## src/rtl/core/assert_macros.svh

```systemverilog
// ----------------------------------------------------------------------------
// assert_macros.svh
// Concurrent assertion helpers included by the top-level rtl file
// ----------------------------------------------------------------------------
`ifndef ASSERT_MACROS_SVH
`define ASSERT_MACROS_SVH

// same-cycle implication, checked out of reset
`define ASSERT_IMPL(lbl, clk, rst, pre, post, msg) \
  lbl: assert property (@(posedge clk) disable iff (rst) (pre) |-> (post)) \
    else $error(msg);

// next-cycle implication, checked out of reset
`define ASSERT_NEXT(lbl, clk, rst, pre, post, msg) \
  lbl: assert property (@(posedge clk) disable iff (rst) (pre) |=> (post)) \
    else $error(msg);

`endif

```

## src/rtl/core/gprdz_pkg.sv

```systemverilog
// ----------------------------------------------------------------------------
// gprdz_pkg
// Shared constants and types of the radial deadzone conditioner
// ----------------------------------------------------------------------------
package gprdz_pkg;

  localparam logic [14:0] FULL_SCALE = 15'h7FFF;

  // iteration count of the square root and of each division
  localparam int ITERS = 16;
  localparam int CNT_W = 4;

  // configuration port
  localparam int ADDR_W = 4;
  localparam int DATA_W = 32;
  localparam logic [1:0] REG_DZ_LEFT   = 2'd0;
  localparam logic [1:0] REG_DZ_RIGHT  = 2'd1;
  localparam logic [1:0] REG_THRESHOLD = 2'd2;
  localparam logic [7:0] THRESHOLD_RST = 8'd128;

  // datapath operations issued by the controller
  localparam int OP_W = 4;
  localparam logic [OP_W-1:0] OP_NONE    = 4'd0;
  localparam logic [OP_W-1:0] OP_LOAD    = 4'd1;
  localparam logic [OP_W-1:0] OP_MULX    = 4'd2;
  localparam logic [OP_W-1:0] OP_MULY    = 4'd3;
  localparam logic [OP_W-1:0] OP_SQLD    = 4'd4;
  localparam logic [OP_W-1:0] OP_SQSTEP  = 4'd5;
  localparam logic [OP_W-1:0] OP_DEN     = 4'd6;
  localparam logic [OP_W-1:0] OP_NUMX    = 4'd7;
  localparam logic [OP_W-1:0] OP_NUMY    = 4'd8;
  localparam logic [OP_W-1:0] OP_DIVLD   = 4'd9;
  localparam logic [OP_W-1:0] OP_DIVSTEP = 4'd10;

  typedef struct packed {
    logic [OP_W-1:0] op;
  } cmd_t;

  typedef struct packed {
    logic capture;
    logic out_load;
  } seq_t;

endpackage

```

## src/rtl/core/gamepad_radial_deadzone_conditioner.sv

```systemverilog
// ----------------------------------------------------------------------------
// gamepad_radial_deadzone_conditioner
// Button edge masks, trigger crossings and scaled radial stick deadzones
// ----------------------------------------------------------------------------
//  port group   direction  handshake
//  poll in      input      in_valid / in_stall
//  result out   output     out_valid / out_stall
//  config       input      apb: psel penable pwrite paddr pwdata prdata pready
//
// one poll at a time: a new poll is taken only once the last result has gone to the output register
// each stick lane runs a 16-step square root and two 16-step divisions;
// both sticks run side by side in lanes of their own
// synchronous reset clears the button and trigger history and loads the
// register reset values (threshold 128)
// a finished result waits in the output register while the next poll is taken
module gamepad_radial_deadzone_conditioner (
  input  logic                         clk,
  input  logic                         rst,
  input  logic                         in_valid,
  output logic                         in_stall,
  input  logic                         pad_present,
  input  logic [15:0]                  button_bits,
  input  logic [7:0]                   left_trigger_raw,
  input  logic [7:0]                   right_trigger_raw,
  input  logic signed [15:0]           left_stick_x,
  input  logic signed [15:0]           left_stick_y,
  input  logic signed [15:0]           right_stick_x,
  input  logic signed [15:0]           right_stick_y,
  output logic                         out_valid,
  input  logic                         out_stall,
  output logic                         linked,
  output logic [15:0]                  buttons_down,
  output logic [15:0]                  buttons_pressed,
  output logic [15:0]                  buttons_released,
  output logic                         left_trigger_crossed,
  output logic                         right_trigger_crossed,
  output logic signed [15:0]           left_x_out,
  output logic signed [15:0]           left_y_out,
  output logic signed [15:0]           right_x_out,
  output logic signed [15:0]           right_y_out,
  input  logic                         psel,
  input  logic                         penable,
  input  logic                         pwrite,
  input  logic [gprdz_pkg::ADDR_W-1:0] paddr,
  input  logic [gprdz_pkg::DATA_W-1:0] pwdata,
  output logic [gprdz_pkg::DATA_W-1:0] prdata,
  output logic                         pready
);

  `include "assert_macros.svh"

  gprdz_pkg::cmd_t    cmd;
  gprdz_pkg::seq_t    seq;
  logic [14:0]        dz_left, dz_right;
  logic [7:0]         threshold;
  logic signed [15:0] lx, ly, rx, ry;

  logic [15:0] last_buttons;
  logic [7:0]  last_left_trigger, last_right_trigger;

  // event fields of the poll in flight
  logic        pres;
  logic [15:0] down, pressed, released;
  logic        ltc, rtc;

  logic        outs_zero, axes_in_range, masks_agree;

  gprdz_cfg u_cfg (
    .clk       (clk),
    .rst       (rst),
    .psel      (psel),
    .penable   (penable),
    .pwrite    (pwrite),
    .paddr     (paddr),
    .pwdata    (pwdata),
    .prdata    (prdata),
    .pready    (pready),
    .dz_left   (dz_left),
    .dz_right  (dz_right),
    .threshold (threshold)
  );

  gprdz_ctrl u_ctrl (
    .clk       (clk),
    .rst       (rst),
    .in_valid  (in_valid),
    .in_stall  (in_stall),
    .out_valid (out_valid),
    .out_stall (out_stall),
    .cmd       (cmd),
    .seq       (seq)
  );

  gprdz_stick u_left (
    .clk   (clk),
    .cmd   (cmd),
    .x_raw (left_stick_x),
    .y_raw (left_stick_y),
    .dz    (dz_left),
    .x_out (lx),
    .y_out (ly)
  );

  gprdz_stick u_right (
    .clk   (clk),
    .cmd   (cmd),
    .x_raw (right_stick_x),
    .y_raw (right_stick_y),
    .dz    (dz_right),
    .x_out (rx),
    .y_out (ry)
  );

  // history; a missing pad clears it
  always_ff @(posedge clk) begin
    if (rst) begin
      last_buttons       <= '0;
      last_left_trigger  <= '0;
      last_right_trigger <= '0;
    end else if (seq.capture) begin
      last_buttons       <= pad_present ? button_bits : 16'd0;
      last_left_trigger  <= pad_present ? left_trigger_raw : 8'd0;
      last_right_trigger <= pad_present ? right_trigger_raw : 8'd0;
    end
  end

  always_ff @(posedge clk) begin
    if (seq.capture) begin
      pres     <= pad_present;
      down     <= pad_present ? button_bits : 16'd0;
      pressed  <= pad_present ? (button_bits & ~last_buttons) : 16'd0;
      released <= pad_present ? (~button_bits & last_buttons) : 16'd0;
      ltc      <= pad_present && (left_trigger_raw >= threshold)
                  && (last_left_trigger < threshold);
      rtc      <= pad_present && (right_trigger_raw >= threshold)
                  && (last_right_trigger < threshold);
    end
  end

  always_ff @(posedge clk) begin
    if (seq.out_load) begin
      linked                <= pres;
      buttons_down          <= down;
      buttons_pressed       <= pressed;
      buttons_released      <= released;
      left_trigger_crossed  <= ltc;
      right_trigger_crossed <= rtc;
      left_x_out            <= pres ? lx : 16'sd0;
      left_y_out            <= pres ? ly : 16'sd0;
      right_x_out           <= pres ? rx : 16'sd0;
      right_y_out           <= pres ? ry : 16'sd0;
    end
  end

  assign outs_zero     = (buttons_down == 16'd0) && (left_x_out == 16'sd0)
                         && (left_y_out == 16'sd0) && (right_x_out == 16'sd0)
                         && (right_y_out == 16'sd0);
  assign axes_in_range = (left_x_out != 16'sh8000) && (left_y_out != 16'sh8000)
                         && (right_x_out != 16'sh8000) && (right_y_out != 16'sh8000);
  assign masks_agree   = ((buttons_pressed & ~buttons_down) == 16'd0)
                         && ((buttons_released & buttons_down) == 16'd0);

  `ASSERT_NEXT(a_busy_after_accept, clk, rst, in_valid && !in_stall, in_stall, "accept while busy")
  `ASSERT_IMPL(a_unlinked_zero, clk, rst, out_valid && !linked, outs_zero, "unlinked result not zero")
  `ASSERT_IMPL(a_axis_range, clk, rst, out_valid, axes_in_range, "axis outside full scale")
  `ASSERT_IMPL(a_button_masks, clk, rst, out_valid, masks_agree, "button masks disagree")

endmodule

```

## src/rtl/core/gprdz_cfg.sv

```systemverilog
// ----------------------------------------------------------------------------
// gprdz_cfg
// APB register file: deadzone radii and trigger threshold
// ----------------------------------------------------------------------------
module gprdz_cfg (
  input  logic                            clk,
  input  logic                            rst,
  input  logic                            psel,
  input  logic                            penable,
  input  logic                            pwrite,
  input  logic [gprdz_pkg::ADDR_W-1:0]    paddr,
  input  logic [gprdz_pkg::DATA_W-1:0]    pwdata,
  output logic [gprdz_pkg::DATA_W-1:0]    prdata,
  output logic                            pready,
  output logic [14:0]                     dz_left,
  output logic [14:0]                     dz_right,
  output logic [7:0]                      threshold
);

  logic       wr_en;
  logic [1:0] idx;

  assign pready = 1'b1;
  assign idx    = paddr[3:2];
  assign wr_en  = psel && penable && pwrite;

  always_ff @(posedge clk) begin
    if (rst) begin
      dz_left   <= '0;
      dz_right  <= '0;
      threshold <= gprdz_pkg::THRESHOLD_RST;
    end else if (wr_en) begin
      unique case (idx)
        gprdz_pkg::REG_DZ_LEFT:   dz_left   <= pwdata[14:0];
        gprdz_pkg::REG_DZ_RIGHT:  dz_right  <= pwdata[14:0];
        gprdz_pkg::REG_THRESHOLD: threshold <= pwdata[7:0];
        default: ;
      endcase
    end
  end

  always_comb begin
    unique case (idx)
      gprdz_pkg::REG_DZ_LEFT:   prdata = {17'd0, dz_left};
      gprdz_pkg::REG_DZ_RIGHT:  prdata = {17'd0, dz_right};
      gprdz_pkg::REG_THRESHOLD: prdata = {24'd0, threshold};
      default:                  prdata = '0;
    endcase
  end

endmodule

```

## src/rtl/core/gprdz_stick.sv

```systemverilog
// ----------------------------------------------------------------------------
// gprdz_stick
// One stick lane: shared multiplier, bit-serial square root, restoring divider
// ----------------------------------------------------------------------------
module gprdz_stick (
  input  logic               clk,
  input  gprdz_pkg::cmd_t    cmd,
  input  logic signed [15:0] x_raw,
  input  logic signed [15:0] y_raw,
  input  logic [14:0]        dz,
  output logic signed [15:0] x_out,
  output logic signed [15:0] y_out
);

  logic [15:0] ax, ay;
  logic        sx, sy;
  logic [31:0] prod, sq, den, rad;
  logic [17:0] rem_r;
  logic [15:0] root;
  logic [14:0] ld;
  logic        dead;
  logic [46:0] rem_d, dsh;
  logic [15:0] quo, qx;

  logic [15:0] mul_a, mul_b;
  logic [31:0] mul_p;
  logic [19:0] rem_sh, trial;
  logic        sq_ge;
  logic [14:0] legal;
  logic [14:0] span;
  logic [46:0] num_scaled;
  logic        div_ge;

  function automatic logic [15:0] signed_clamp(input logic [15:0] q, input logic neg);
    logic [14:0] qm;
    qm = (q > {1'b0, gprdz_pkg::FULL_SCALE}) ? gprdz_pkg::FULL_SCALE : q[14:0];
    return neg ? (16'd0 - {1'b0, qm}) : {1'b0, qm};
  endfunction

  assign span = gprdz_pkg::FULL_SCALE - dz;

  always_comb begin
    unique case (cmd.op)
      gprdz_pkg::OP_MULY: begin
        mul_a = ay;
        mul_b = ay;
      end
      gprdz_pkg::OP_DEN: begin
        mul_a = root;
        mul_b = {1'b0, span};
      end
      gprdz_pkg::OP_NUMX: begin
        mul_a = ax;
        mul_b = {1'b0, ld};
      end
      gprdz_pkg::OP_NUMY: begin
        mul_a = ay;
        mul_b = {1'b0, ld};
      end
      default: begin
        mul_a = ax;
        mul_b = ax;
      end
    endcase
  end

  assign mul_p = {16'd0, mul_a} * {16'd0, mul_b};

  // two radicand bits per root bit
  assign rem_sh = {rem_r, rad[31:30]};
  assign trial  = {2'b00, root, 2'b01};
  assign sq_ge  = rem_sh >= trial;

  assign legal      = (root > {1'b0, gprdz_pkg::FULL_SCALE}) ? gprdz_pkg::FULL_SCALE
                                                               : root[14:0];
  // num * 32767 as a shift and subtract
  assign num_scaled = {prod, 15'd0} - {15'd0, prod};
  assign div_ge     = rem_d >= dsh;

  always_ff @(posedge clk) begin
    unique case (cmd.op)
      gprdz_pkg::OP_LOAD: begin
        sx <= x_raw[15];
        sy <= y_raw[15];
        ax <= x_raw[15] ? (16'd0 - x_raw) : x_raw;
        ay <= y_raw[15] ? (16'd0 - y_raw) : y_raw;
      end
      gprdz_pkg::OP_MULX: prod <= mul_p;
      gprdz_pkg::OP_MULY: begin
        sq   <= prod;
        prod <= mul_p;
      end
      gprdz_pkg::OP_SQLD: begin
        rad   <= sq + prod;
        rem_r <= '0;
        root  <= '0;
      end
      gprdz_pkg::OP_SQSTEP: begin
        rad <= {rad[29:0], 2'b00};
        if (sq_ge) begin
          rem_r <= 18'(rem_sh - trial);
          root  <= {root[14:0], 1'b1};
        end else begin
          rem_r <= rem_sh[17:0];
          root  <= {root[14:0], 1'b0};
        end
      end
      gprdz_pkg::OP_DEN: begin
        prod <= mul_p;
        dead <= (root <= {1'b0, dz}) || (dz == gprdz_pkg::FULL_SCALE);
        ld   <= legal - dz;
      end
      gprdz_pkg::OP_NUMX: begin
        den  <= prod;
        prod <= mul_p;
      end
      gprdz_pkg::OP_NUMY: begin
        qx   <= quo;
        prod <= mul_p;
      end
      gprdz_pkg::OP_DIVLD: begin
        rem_d <= num_scaled;
        dsh   <= {den, 15'd0};
        quo   <= '0;
      end
      gprdz_pkg::OP_DIVSTEP: begin
        if (div_ge) begin
          rem_d <= rem_d - dsh;
          quo   <= {quo[14:0], 1'b1};
        end else begin
          quo   <= {quo[14:0], 1'b0};
        end
        dsh <= {1'b0, dsh[46:1]};
      end
      default: ;
    endcase
  end

  assign x_out = dead ? 16'sd0 : signed'(signed_clamp(qx, sx));
  assign y_out = dead ? 16'sd0 : signed'(signed_clamp(quo, sy));

endmodule

```

## src/rtl/core/gprdz_ctrl.sv

```systemverilog
// ----------------------------------------------------------------------------
// gprdz_ctrl
// Sequencer: walks both stick lanes through root and divide, owns handshakes
// ----------------------------------------------------------------------------
module gprdz_ctrl (
  input  logic              clk,
  input  logic              rst,
  input  logic              in_valid,
  output logic              in_stall,
  output logic              out_valid,
  input  logic              out_stall,
  output gprdz_pkg::cmd_t   cmd,
  output gprdz_pkg::seq_t   seq
);

  localparam logic [3:0] S_IDLE   = 4'd0;
  localparam logic [3:0] S_MULX   = 4'd1;
  localparam logic [3:0] S_MULY   = 4'd2;
  localparam logic [3:0] S_SQLD   = 4'd3;
  localparam logic [3:0] S_SQRT   = 4'd4;
  localparam logic [3:0] S_DEN    = 4'd5;
  localparam logic [3:0] S_NUMX   = 4'd6;
  localparam logic [3:0] S_DIVLDX = 4'd7;
  localparam logic [3:0] S_DIVX   = 4'd8;
  localparam logic [3:0] S_NUMY   = 4'd9;
  localparam logic [3:0] S_DIVLDY = 4'd10;
  localparam logic [3:0] S_DIVY   = 4'd11;
  localparam logic [3:0] S_DONE   = 4'd12;

  localparam logic [gprdz_pkg::CNT_W-1:0] LAST =
    gprdz_pkg::CNT_W'(gprdz_pkg::ITERS - 1);

  logic [3:0]                  state, state_next;
  logic [gprdz_pkg::CNT_W-1:0] cnt, cnt_next;
  logic                        out_valid_next;

  assign in_stall = (state != S_IDLE);

  always_comb begin
    state_next   = state;
    cnt_next     = cnt;
    cmd.op       = gprdz_pkg::OP_NONE;
    seq.capture  = 1'b0;
    seq.out_load = 1'b0;
    unique case (state)
      S_IDLE: begin
        if (in_valid) begin
          cmd.op      = gprdz_pkg::OP_LOAD;
          seq.capture = 1'b1;
          state_next  = S_MULX;
        end
      end
      S_MULX: begin
        cmd.op     = gprdz_pkg::OP_MULX;
        state_next = S_MULY;
      end
      S_MULY: begin
        cmd.op     = gprdz_pkg::OP_MULY;
        state_next = S_SQLD;
      end
      S_SQLD: begin
        cmd.op     = gprdz_pkg::OP_SQLD;
        cnt_next   = '0;
        state_next = S_SQRT;
      end
      S_SQRT: begin
        cmd.op   = gprdz_pkg::OP_SQSTEP;
        cnt_next = cnt + 1'b1;
        if (cnt == LAST) state_next = S_DEN;
      end
      S_DEN: begin
        cmd.op     = gprdz_pkg::OP_DEN;
        state_next = S_NUMX;
      end
      S_NUMX: begin
        cmd.op     = gprdz_pkg::OP_NUMX;
        state_next = S_DIVLDX;
      end
      S_DIVLDX: begin
        cmd.op     = gprdz_pkg::OP_DIVLD;
        cnt_next   = '0;
        state_next = S_DIVX;
      end
      S_DIVX: begin
        cmd.op   = gprdz_pkg::OP_DIVSTEP;
        cnt_next = cnt + 1'b1;
        if (cnt == LAST) state_next = S_NUMY;
      end
      S_NUMY: begin
        cmd.op     = gprdz_pkg::OP_NUMY;
        state_next = S_DIVLDY;
      end
      S_DIVLDY: begin
        cmd.op     = gprdz_pkg::OP_DIVLD;
        cnt_next   = '0;
        state_next = S_DIVY;
      end
      S_DIVY: begin
        cmd.op   = gprdz_pkg::OP_DIVSTEP;
        cnt_next = cnt + 1'b1;
        if (cnt == LAST) state_next = S_DONE;
      end
      S_DONE: begin
        // wait for the output register to free up
        if (!out_valid || !out_stall) begin
          seq.out_load = 1'b1;
          state_next   = S_IDLE;
        end
      end
      default: state_next = S_IDLE;
    endcase
  end

  always_comb begin
    out_valid_next = out_valid && out_stall;
    if (seq.out_load) out_valid_next = 1'b1;
  end

  always_ff @(posedge clk) begin
    if (rst) begin
      state     <= S_IDLE;
      cnt       <= '0;
      out_valid <= 1'b0;
    end else begin
      state     <= state_next;
      cnt       <= cnt_next;
      out_valid <= out_valid_next;
    end
  end

endmodule
```

## config.mk

```make
export PLATFORM = sky130hd
export DESIGN_NAME = gamepad_radial_deadzone_conditioner
export DESIGN_NICKNAME = d
export VERILOG_FILES = /design/src/rtl/core/gprdz_pkg.sv /design/src/rtl/core/gamepad_radial_deadzone_conditioner.sv /design/src/rtl/core/gprdz_cfg.sv /design/src/rtl/core/gprdz_stick.sv /design/src/rtl/core/gprdz_ctrl.sv
export VERILOG_INCLUDE_DIRS = /design/src /design/src/rtl/core
export SDC_FILE = /design/constraint.sdc
export NUM_CORES = 2
export LEC_CHECK = 0
export BUFFER_PORTS_ARGS = -buffer_cell sky130_fd_sc_hd__buf_2
export CORE_ASPECT_RATIO = 1.25
export CORE_MARGIN = 1.5
export CORE_UTILIZATION = 50
export DETAILED_ROUTE_END_ITERATION = 6
export PLACE_DENSITY = 0.73
export SETUP_SLACK_MARGIN = 0.4
export SYNTH_ARGS = -nofsm -noshare
export SYNTH_HDL_FRONTEND = slang
export SYNTH_SLANG_ARGS = --single-unit
```

## constraint.sdc

```tcl
create_clock -name clk -period 14.8 [get_ports clk]
set_input_delay 1.48 -clock clk [delete_from_list [all_inputs] [get_ports clk]]
set_output_delay 1.48 -clock clk [all_outputs]
set_load 0.02 [all_outputs]
```

# Word-level counts from Yosys, hierarchy flattened
# Index checks and enable logic that the tools add are counted.
dict set report word_totals {
  regBits 921
  input_bits 140
  out_inout_bits 150
  elab_cells 240
}
dict set report op_classes {
  addsub 21
  n_mul 2
  magnitude_cmp 16
  eq_ne 34
  n_mux 56
  n_bitwise 9
  reduce_logical 37
}
# cell n
set ops {}
lappend ops {{$pmux 47 s2} 4}
lappend ops {{$mux 15} 14}
lappend ops {{$pmux 16 s2} 6}
lappend ops {{$pmux 32 s2} 2}
lappend ops {{$gt 16x15->1 const B} 6}
lappend ops {{$pmux 16 s3} 2}
lappend ops {{$ge 47x47->1} 2}
lappend ops {{$mux 47} 2}
lappend ops {{$sub 47x32->47} 2}
lappend ops {{$sub 47x47->47} 2}
lappend ops {{$pmux 18 s2} 2}
lappend ops {{$add 32x32->32} 2}
lappend ops {{$mul 16x16->32} 2}
lappend ops {{$sub 1x15->16 const A} 4}
lappend ops {{$sub 1x16->16 const A} 4}
lappend ops {{$pmux 4 s13} 1}
lappend ops {{$pmux 15 s3} 1}
lappend ops {{$ge 20x18->1} 2}
lappend ops {{$pmux 4 s10} 1}
lappend ops {{$eq 4x4->1 const B} 9}
lappend ops {{$mux 18} 2}
lappend ops {{$sub 18x18->18} 2}
lappend ops {{$and 16x16->16} 2}
lappend ops {{$eq 4x3->1 const B} 8}
lappend ops {{32 further kinds} 91}

# Longest topological paths before layout
dict set report logic_depth {
  depth_word 7
  depth_mapped 35
}

# Cells and area by module
# Synthesis repeated with hierarchy kept, for this count alone.
dict set report hier_totals {
  cells_unflattened 7148
  area_unflattened_um2 70686.5
}
# mod n_inst cells_each area_each_um2 seq_area_each_um2
set by_module_without_submodules {}
lappend by_module_without_submodules {{gprdz_stick (u_left)} 1 3225 30441.7 10149.7}
lappend by_module_without_submodules {{gprdz_stick (u_right)} 1 3132 29878.7 10149.7}
lappend by_module_without_submodules {gamepad_radial_deadzone_conditioner 1 488 7674.9 5625.4}
lappend by_module_without_submodules {gprdz_cfg 1 209 2011.9 760.7}
lappend by_module_without_submodules {gprdz_ctrl 1 94 679.4 180.2}

# Worst setup path after synthesis
# OpenSTA, ideal clock, no wires.
dict set report synth_timing {
  path_kind {register -> register}
  from {reg u_ctrl.state[3]}
  to {reg u_left.prod[25], data pin}
  setup_ns 0.258
  arrival_ns 10.538
  required_time_ns 14.542
  setup_slack_ns 4.003
  path_stages_with_launch 30
  n_path_buf 2
  period_less_slack_ns 10.797
  path_cell_list {dfxtp_1 > nand2b_1 > nor2_1 > nor3_1 > clkbuf_1 > a221oi_1 > clkbuf_1 > nor2_1 > fa_1 > inv_1 > fa_1 > fa_1 > inv_1 > ha_1 > fa_1 > inv_1 > fa_1 > inv_1 > ha_1 > a21o_1 > a21oi_1 > nor2b_1 > o21ai_0 > a21oi_1 > a211oi_1 > or2_2 > or4_1 > a31o_2 > a21oi_1 > xnor2_1}
}
dict set report synth_between {
  elab_chain_cells 7
  elab_cells_between_ends 24
  cone_classes {mul (1); eq/ne (15); mux (3); reduce/logical (5)}
}
# element line
set synth_lines {}
lappend synth_lines {{from (decl)} gprdz_ctrl.sv:33} ;# logic [3:0] state, state_next;
lappend synth_lines {{from (signal assigned)} gprdz_ctrl.sv:125} ;# state <= state_next;
lappend synth_lines {{$eq 4x4->1 / $eq 4x3->1 (equally long branches)} gprdz_ctrl.sv:45} ;# unique case (state)
lappend synth_lines {{$reduce_or 2->1 (no line)} --}
lappend synth_lines {{$pmux 4 s10 *} gprdz_ctrl.sv:45}
lappend synth_lines {{$eq 4x3->1, or another cell as far along} gprdz_stick.sv:43} ;# unique case (cmd.op)
lappend synth_lines {{$reduce_or 2->1 (no line)} --}
lappend synth_lines {{$pmux 16 s3 / $pmux 16 s2 (equally long branches)} gprdz_stick.sv:43}
lappend synth_lines {{$mul 16x16->32 *} gprdz_stick.sv:67} ;# assign mul_p = {16'd0, mul_a} * {16'd0, mul_b};
lappend synth_lines {{named net u_left.mul_p[25]} gprdz_stick.sv:26} ;# logic [31:0] mul_p;
lappend synth_lines {{to (signal assigned)} gprdz_stick.sv:88} ;# gprdz_pkg::OP_MULX: prod <= mul_p;
lappend synth_lines {{to (signal assigned)} gprdz_stick.sv:91} ;# prod <= mul_p;
lappend synth_lines {{to (signal assigned)} gprdz_stick.sv:109} ;# prod <= mul_p;
lappend synth_lines {{to (decl)} gprdz_stick.sv:17} ;# logic [31:0] prod, sq, den, rad;
# The timed path passes the listed nets; every way through them passes the cells marked *.
# A chain may end at the register's enable or synchronous reset.

# Worst setup path after layout
dict set report layout_timing {
  from {reg u_ctrl.state[3]}
  to {reg u_right.prod[31], data pin}
}
dict set report layout_between {
  elab_chain_cells 7
  elab_cells_between_ends 24
  cone_classes {mul (1); eq/ne (15); mux (3); reduce/logical (5)}
}
# element line
set layout_lines {}
lappend layout_lines {{$eq 4x4->1 / $eq 4x3->1 (equally long branches)} gprdz_ctrl.sv:45}
lappend layout_lines {{$reduce_or 2->1 (no line)} --}
lappend layout_lines {{$pmux 4 s10 *} gprdz_ctrl.sv:45}
lappend layout_lines {{$eq 4x3->1, or another cell as far along} gprdz_stick.sv:43}
lappend layout_lines {{$reduce_or 2->1 (no line)} --}
lappend layout_lines {{$pmux 16 s3 / $pmux 16 s2 (equally long branches)} gprdz_stick.sv:43}
lappend layout_lines {{$mul 16x16->32 *} gprdz_stick.sv:67}
lappend layout_lines {{named net u_right.mul_p[31]} gprdz_stick.sv:26}
lappend layout_lines {{to (signal assigned)} gprdz_stick.sv:88}
lappend layout_lines {{to (signal assigned)} gprdz_stick.sv:91}
lappend layout_lines {{to (signal assigned)} gprdz_stick.sv:109}
lappend layout_lines {{to (decl)} gprdz_stick.sv:17}
# Marks and branches as above.

==> out/metrics.yaml <==
outcome: "finished, final reports clean"
most_used_cell_cp: "sky130_fd_sc_hd__fa_1"
core_sq_um: 135300
critical_path.startpoint_type: "flop"
cts.hold.buffers_added: 0
final_setup_skew_ns: 0.04007
synthesis.area_per_instance_sq_um: 9.931
slowest_delay_ns: 0.99
grt_pass1_wl_um: 273100
io_pins: 290
synthesis.instances: 6853
drv_slew: 0
maxCapViolations: 0
cts.sinks: 921
setup_repair_after_global_routing_missed_its_margin: "no"
ant_nets: 0
synthMostInstantiatedCell: "sky130_fd_sc_hd__edfxtp_1"
drt-wirelength-per-cell_um: 19.36
grt_start_max_net_pins: 112
report.final.setup_viol: 0
first_iter_violations: 3453
cts_resized: 0
clock_tree.htree_level_count: 3
synth-async-reset-ratio: 0
synth.yosys.seq_area_share: 0.3948
pre_cts_setup_slack_ns: 4.317
synthDominantCellAreaShare: 0.3715
gp_congestion: 0.9333
critical-path-slowest-cell: "sky130_fd_sc_hd__a221oi_1"
detailedPlacementHpwl_um: 130600
worst_slew_pin_slew_ns: 1.334
cts_buffer_depth: 3
count_of_nets_after_finishing: 8102
die_width_um: 333.0
slew-limit-headroom: 0.1109
drcViolationCount: 0
cell_area_after_technology_mapping_sq_um: 68050
cts_setup_buffers: 0
cts.clk_slew.worst_paths_ns: 0.06
cts_tree: "built"
worst_hold_path_type: "reg2reg"
antenna_violations_before_repair: 6
port-buffer-count: 252
flow.area_growth_from_synthesis_pct: 9.112
critical_path_arrival_ns: 11.04
routed-via-count: 51050
worst_skew_pair.late_latency_ns: 0.74
floorplan.initialDensity: 0.5031
globalRouteOverflowTotal: 0
drt_first_pass_iters: 6
postRouteWirelength_um: 171900
cts-buffers-inserted: 93
report.final.hold_viol_count: 0
die-area_sq_um: 138300
synth_top_cell_by_area: "sky130_fd_sc_hd__edfxtp_1"
first_global_vias: 51260
synth_ff_type: "sky130_fd_sc_hd__edfxtp_1"
layout_setup_ws_ns: 4.250
totalNegativeSetupSlack_ns: 0
synth.ff_latch_count: 921
cts-root-buf: "sky130_fd_sc_hd__clkbuf_16"
period_utilisation_layout: 0.7128
endpoint_kind: "flop"
synth_top_cells_by_area: "sky130_fd_sc_hd__edfxtp_1 37%, sky130_fd_sc_hd__fa_1 12%, sky130_fd_sc_hd__ha_1 9.8%, sky130_fd_sc_hd__nand2_1 4.2%, sky130_fd_sc_hd__inv_1 4.2%"
synth_edf_count: 842
critical_path_peak_fanout: 34
layout-drive-gt1-share: 0.07689
row_count: 151
period_minus_slack_ns: 10.55
synth.top_cells.by_count: "842 x sky130_fd_sc_hd__edfxtp_1, 769 x sky130_fd_sc_hd__nand2_1, 755 x sky130_fd_sc_hd__inv_1"
die_h_um: 415.5
routed_via_density: 5.750
synth.lib_cells_used.distinct: 85
maxClockFrequency_ghz: 0.09479
critPathKind: "reg2reg"
yosys_warnings: 0
cp.required_ns: 15.29
post-route-cell-area_sq_um: 74260
grt_use_total: 0.2467
dpl-instance-area_sq_um: 71230
-- metrics by stage --
stage | hold slack [ns] | utilization | cells
floorplan | 0.4003 | - | 6869
global placement | 0.4007 | 0.5265 | 8699
detailed placement | 0.4045 | 0.5265 | 8699
CTS | 0.4102 | 0.5488 | 8873
global route | 0.4113 | 0.5489 | 8877
finish | 0.4090 | 0.5489 | 8878
-- registers in the layout (all words and copies together) (netlist names), 18 cells and up --
name,count
u_right.den,32
u_right.rad,32
u_right.prod,32
u_left.rem_r,18
u_left.sq,32
u_left.rad,32
u_left.dsh,47
u_left.prod,32
u_right.rem_r,18
u_right.sq,32
u_left.rem_d,47
u_right.dsh,47
u_right.rem_d,47
u_left.den,32
-- layer usage --
metal  GRT usage  up-vias  part of all wire
li1            -    24080                 -
met1      0.3020    24890              0.40
met2      0.4279     1668              0.49
met3     0.03331      411             0.059
met4      0.1196        0             0.050
met5           0        -                 0
-- logic make-up (layout without fill, tap and decap cells) --
family / count (synthesis) / after routing / synth area share
AOI/OAI and AO/OA: 1400 / 1400 / 0.1324
xor gates and xnor gates: 401 / 401 / 0.05161
adders and majority gates: 927 / 927 / 0.2139
buffers and inverters: 1008 / 1253 / 0.05709
DFF: 921 / 921 / 0.3948
muxes: 55 / 55 / 0.008108
other: 2 / 23 / 0.0001104
and+or+nand+nor: 2139 / 2139 / 0.1421
-- worst max-delay path, delay by kind of cell (launching register included) --
family | cells | cell delay [ns]
XOR/XNOR | 1 | 0.12
AND/OR/NAND/NOR | 8 | 2.08
buffers and inverters | 7 | 1.35
adder cells (fa/ha/maj) | 7 | 3.34
AO/OA/AOI/OAI | 7 | 2.67
flip-flops | 1 | 0.69
-- worst paths after layout --
| path | depth (start not counted) | slack [ns] | endpoint | startpoint |
|---|---|---|---|---|
| worst min register to register | 0 | 0.41 | buttons_down[4] | down[4] |
| worst min-delay path | 0 | 0.41 | buttons_down[4] | down[4] |
| worst max register to register | 30 | 4.25 | u_right.prod[31] | u_ctrl.state[3] |
| worst max-delay path | 30 | 4.25 | u_right.prod[31] | u_ctrl.state[3] |
-- final cells by class --
class	instances	area, sq um
Multi-Input combinational cell	4940	37530
Timing Repair Buffer	321	1779
Inverter	758	2845
Sequential cell	921	26870
Clock inverter	54	558.0
Antenna cell	5	12.51
Fill cell	11740	61020
Tap cell	1759	2201
Clock buffer	120	2459
-- layout by cell type, fill, tap and decap left out, types with 37 or more instances in the layout --
cell                          n
sky130_fd_sc_hd__edfxtp_1   842
sky130_fd_sc_hd__nand2_1    767
sky130_fd_sc_hd__inv_1      753
sky130_fd_sc_hd__nor2_1     733
sky130_fd_sc_hd__ha_1       533
sky130_fd_sc_hd__a21oi_1    406
sky130_fd_sc_hd__fa_1       394
sky130_fd_sc_hd__o21ai_0    333
sky130_fd_sc_hd__xnor2_1    265
sky130_fd_sc_hd__buf_2      252
sky130_fd_sc_hd__a21o_1     171
sky130_fd_sc_hd__xor2_1     136
sky130_fd_sc_hd__clkbuf_16   93
sky130_fd_sc_hd__nand3_1     83
sky130_fd_sc_hd__dfxtp_1     79
sky130_fd_sc_hd__nor2b_1     78
sky130_fd_sc_hd__a221oi_1    78
sky130_fd_sc_hd__nand2b_1    77
sky130_fd_sc_hd__and2_1      75
sky130_fd_sc_hd__buf_4       69
sky130_fd_sc_hd__nor3_1      66
sky130_fd_sc_hd__a221o_1     62
sky130_fd_sc_hd__mux2i_1     54
sky130_fd_sc_hd__nand4_1     53
sky130_fd_sc_hd__o31ai_1     46
sky130_fd_sc_hd__o21a_1      45
sky130_fd_sc_hd__or3_1       39
sky130_fd_sc_hd__o21bai_1    38
sky130_fd_sc_hd__a31oi_1     37
Power is left out: the tool's default activity adds up to more than one toggle a clock period on the data nets, which glitch-free logic cannot reach.
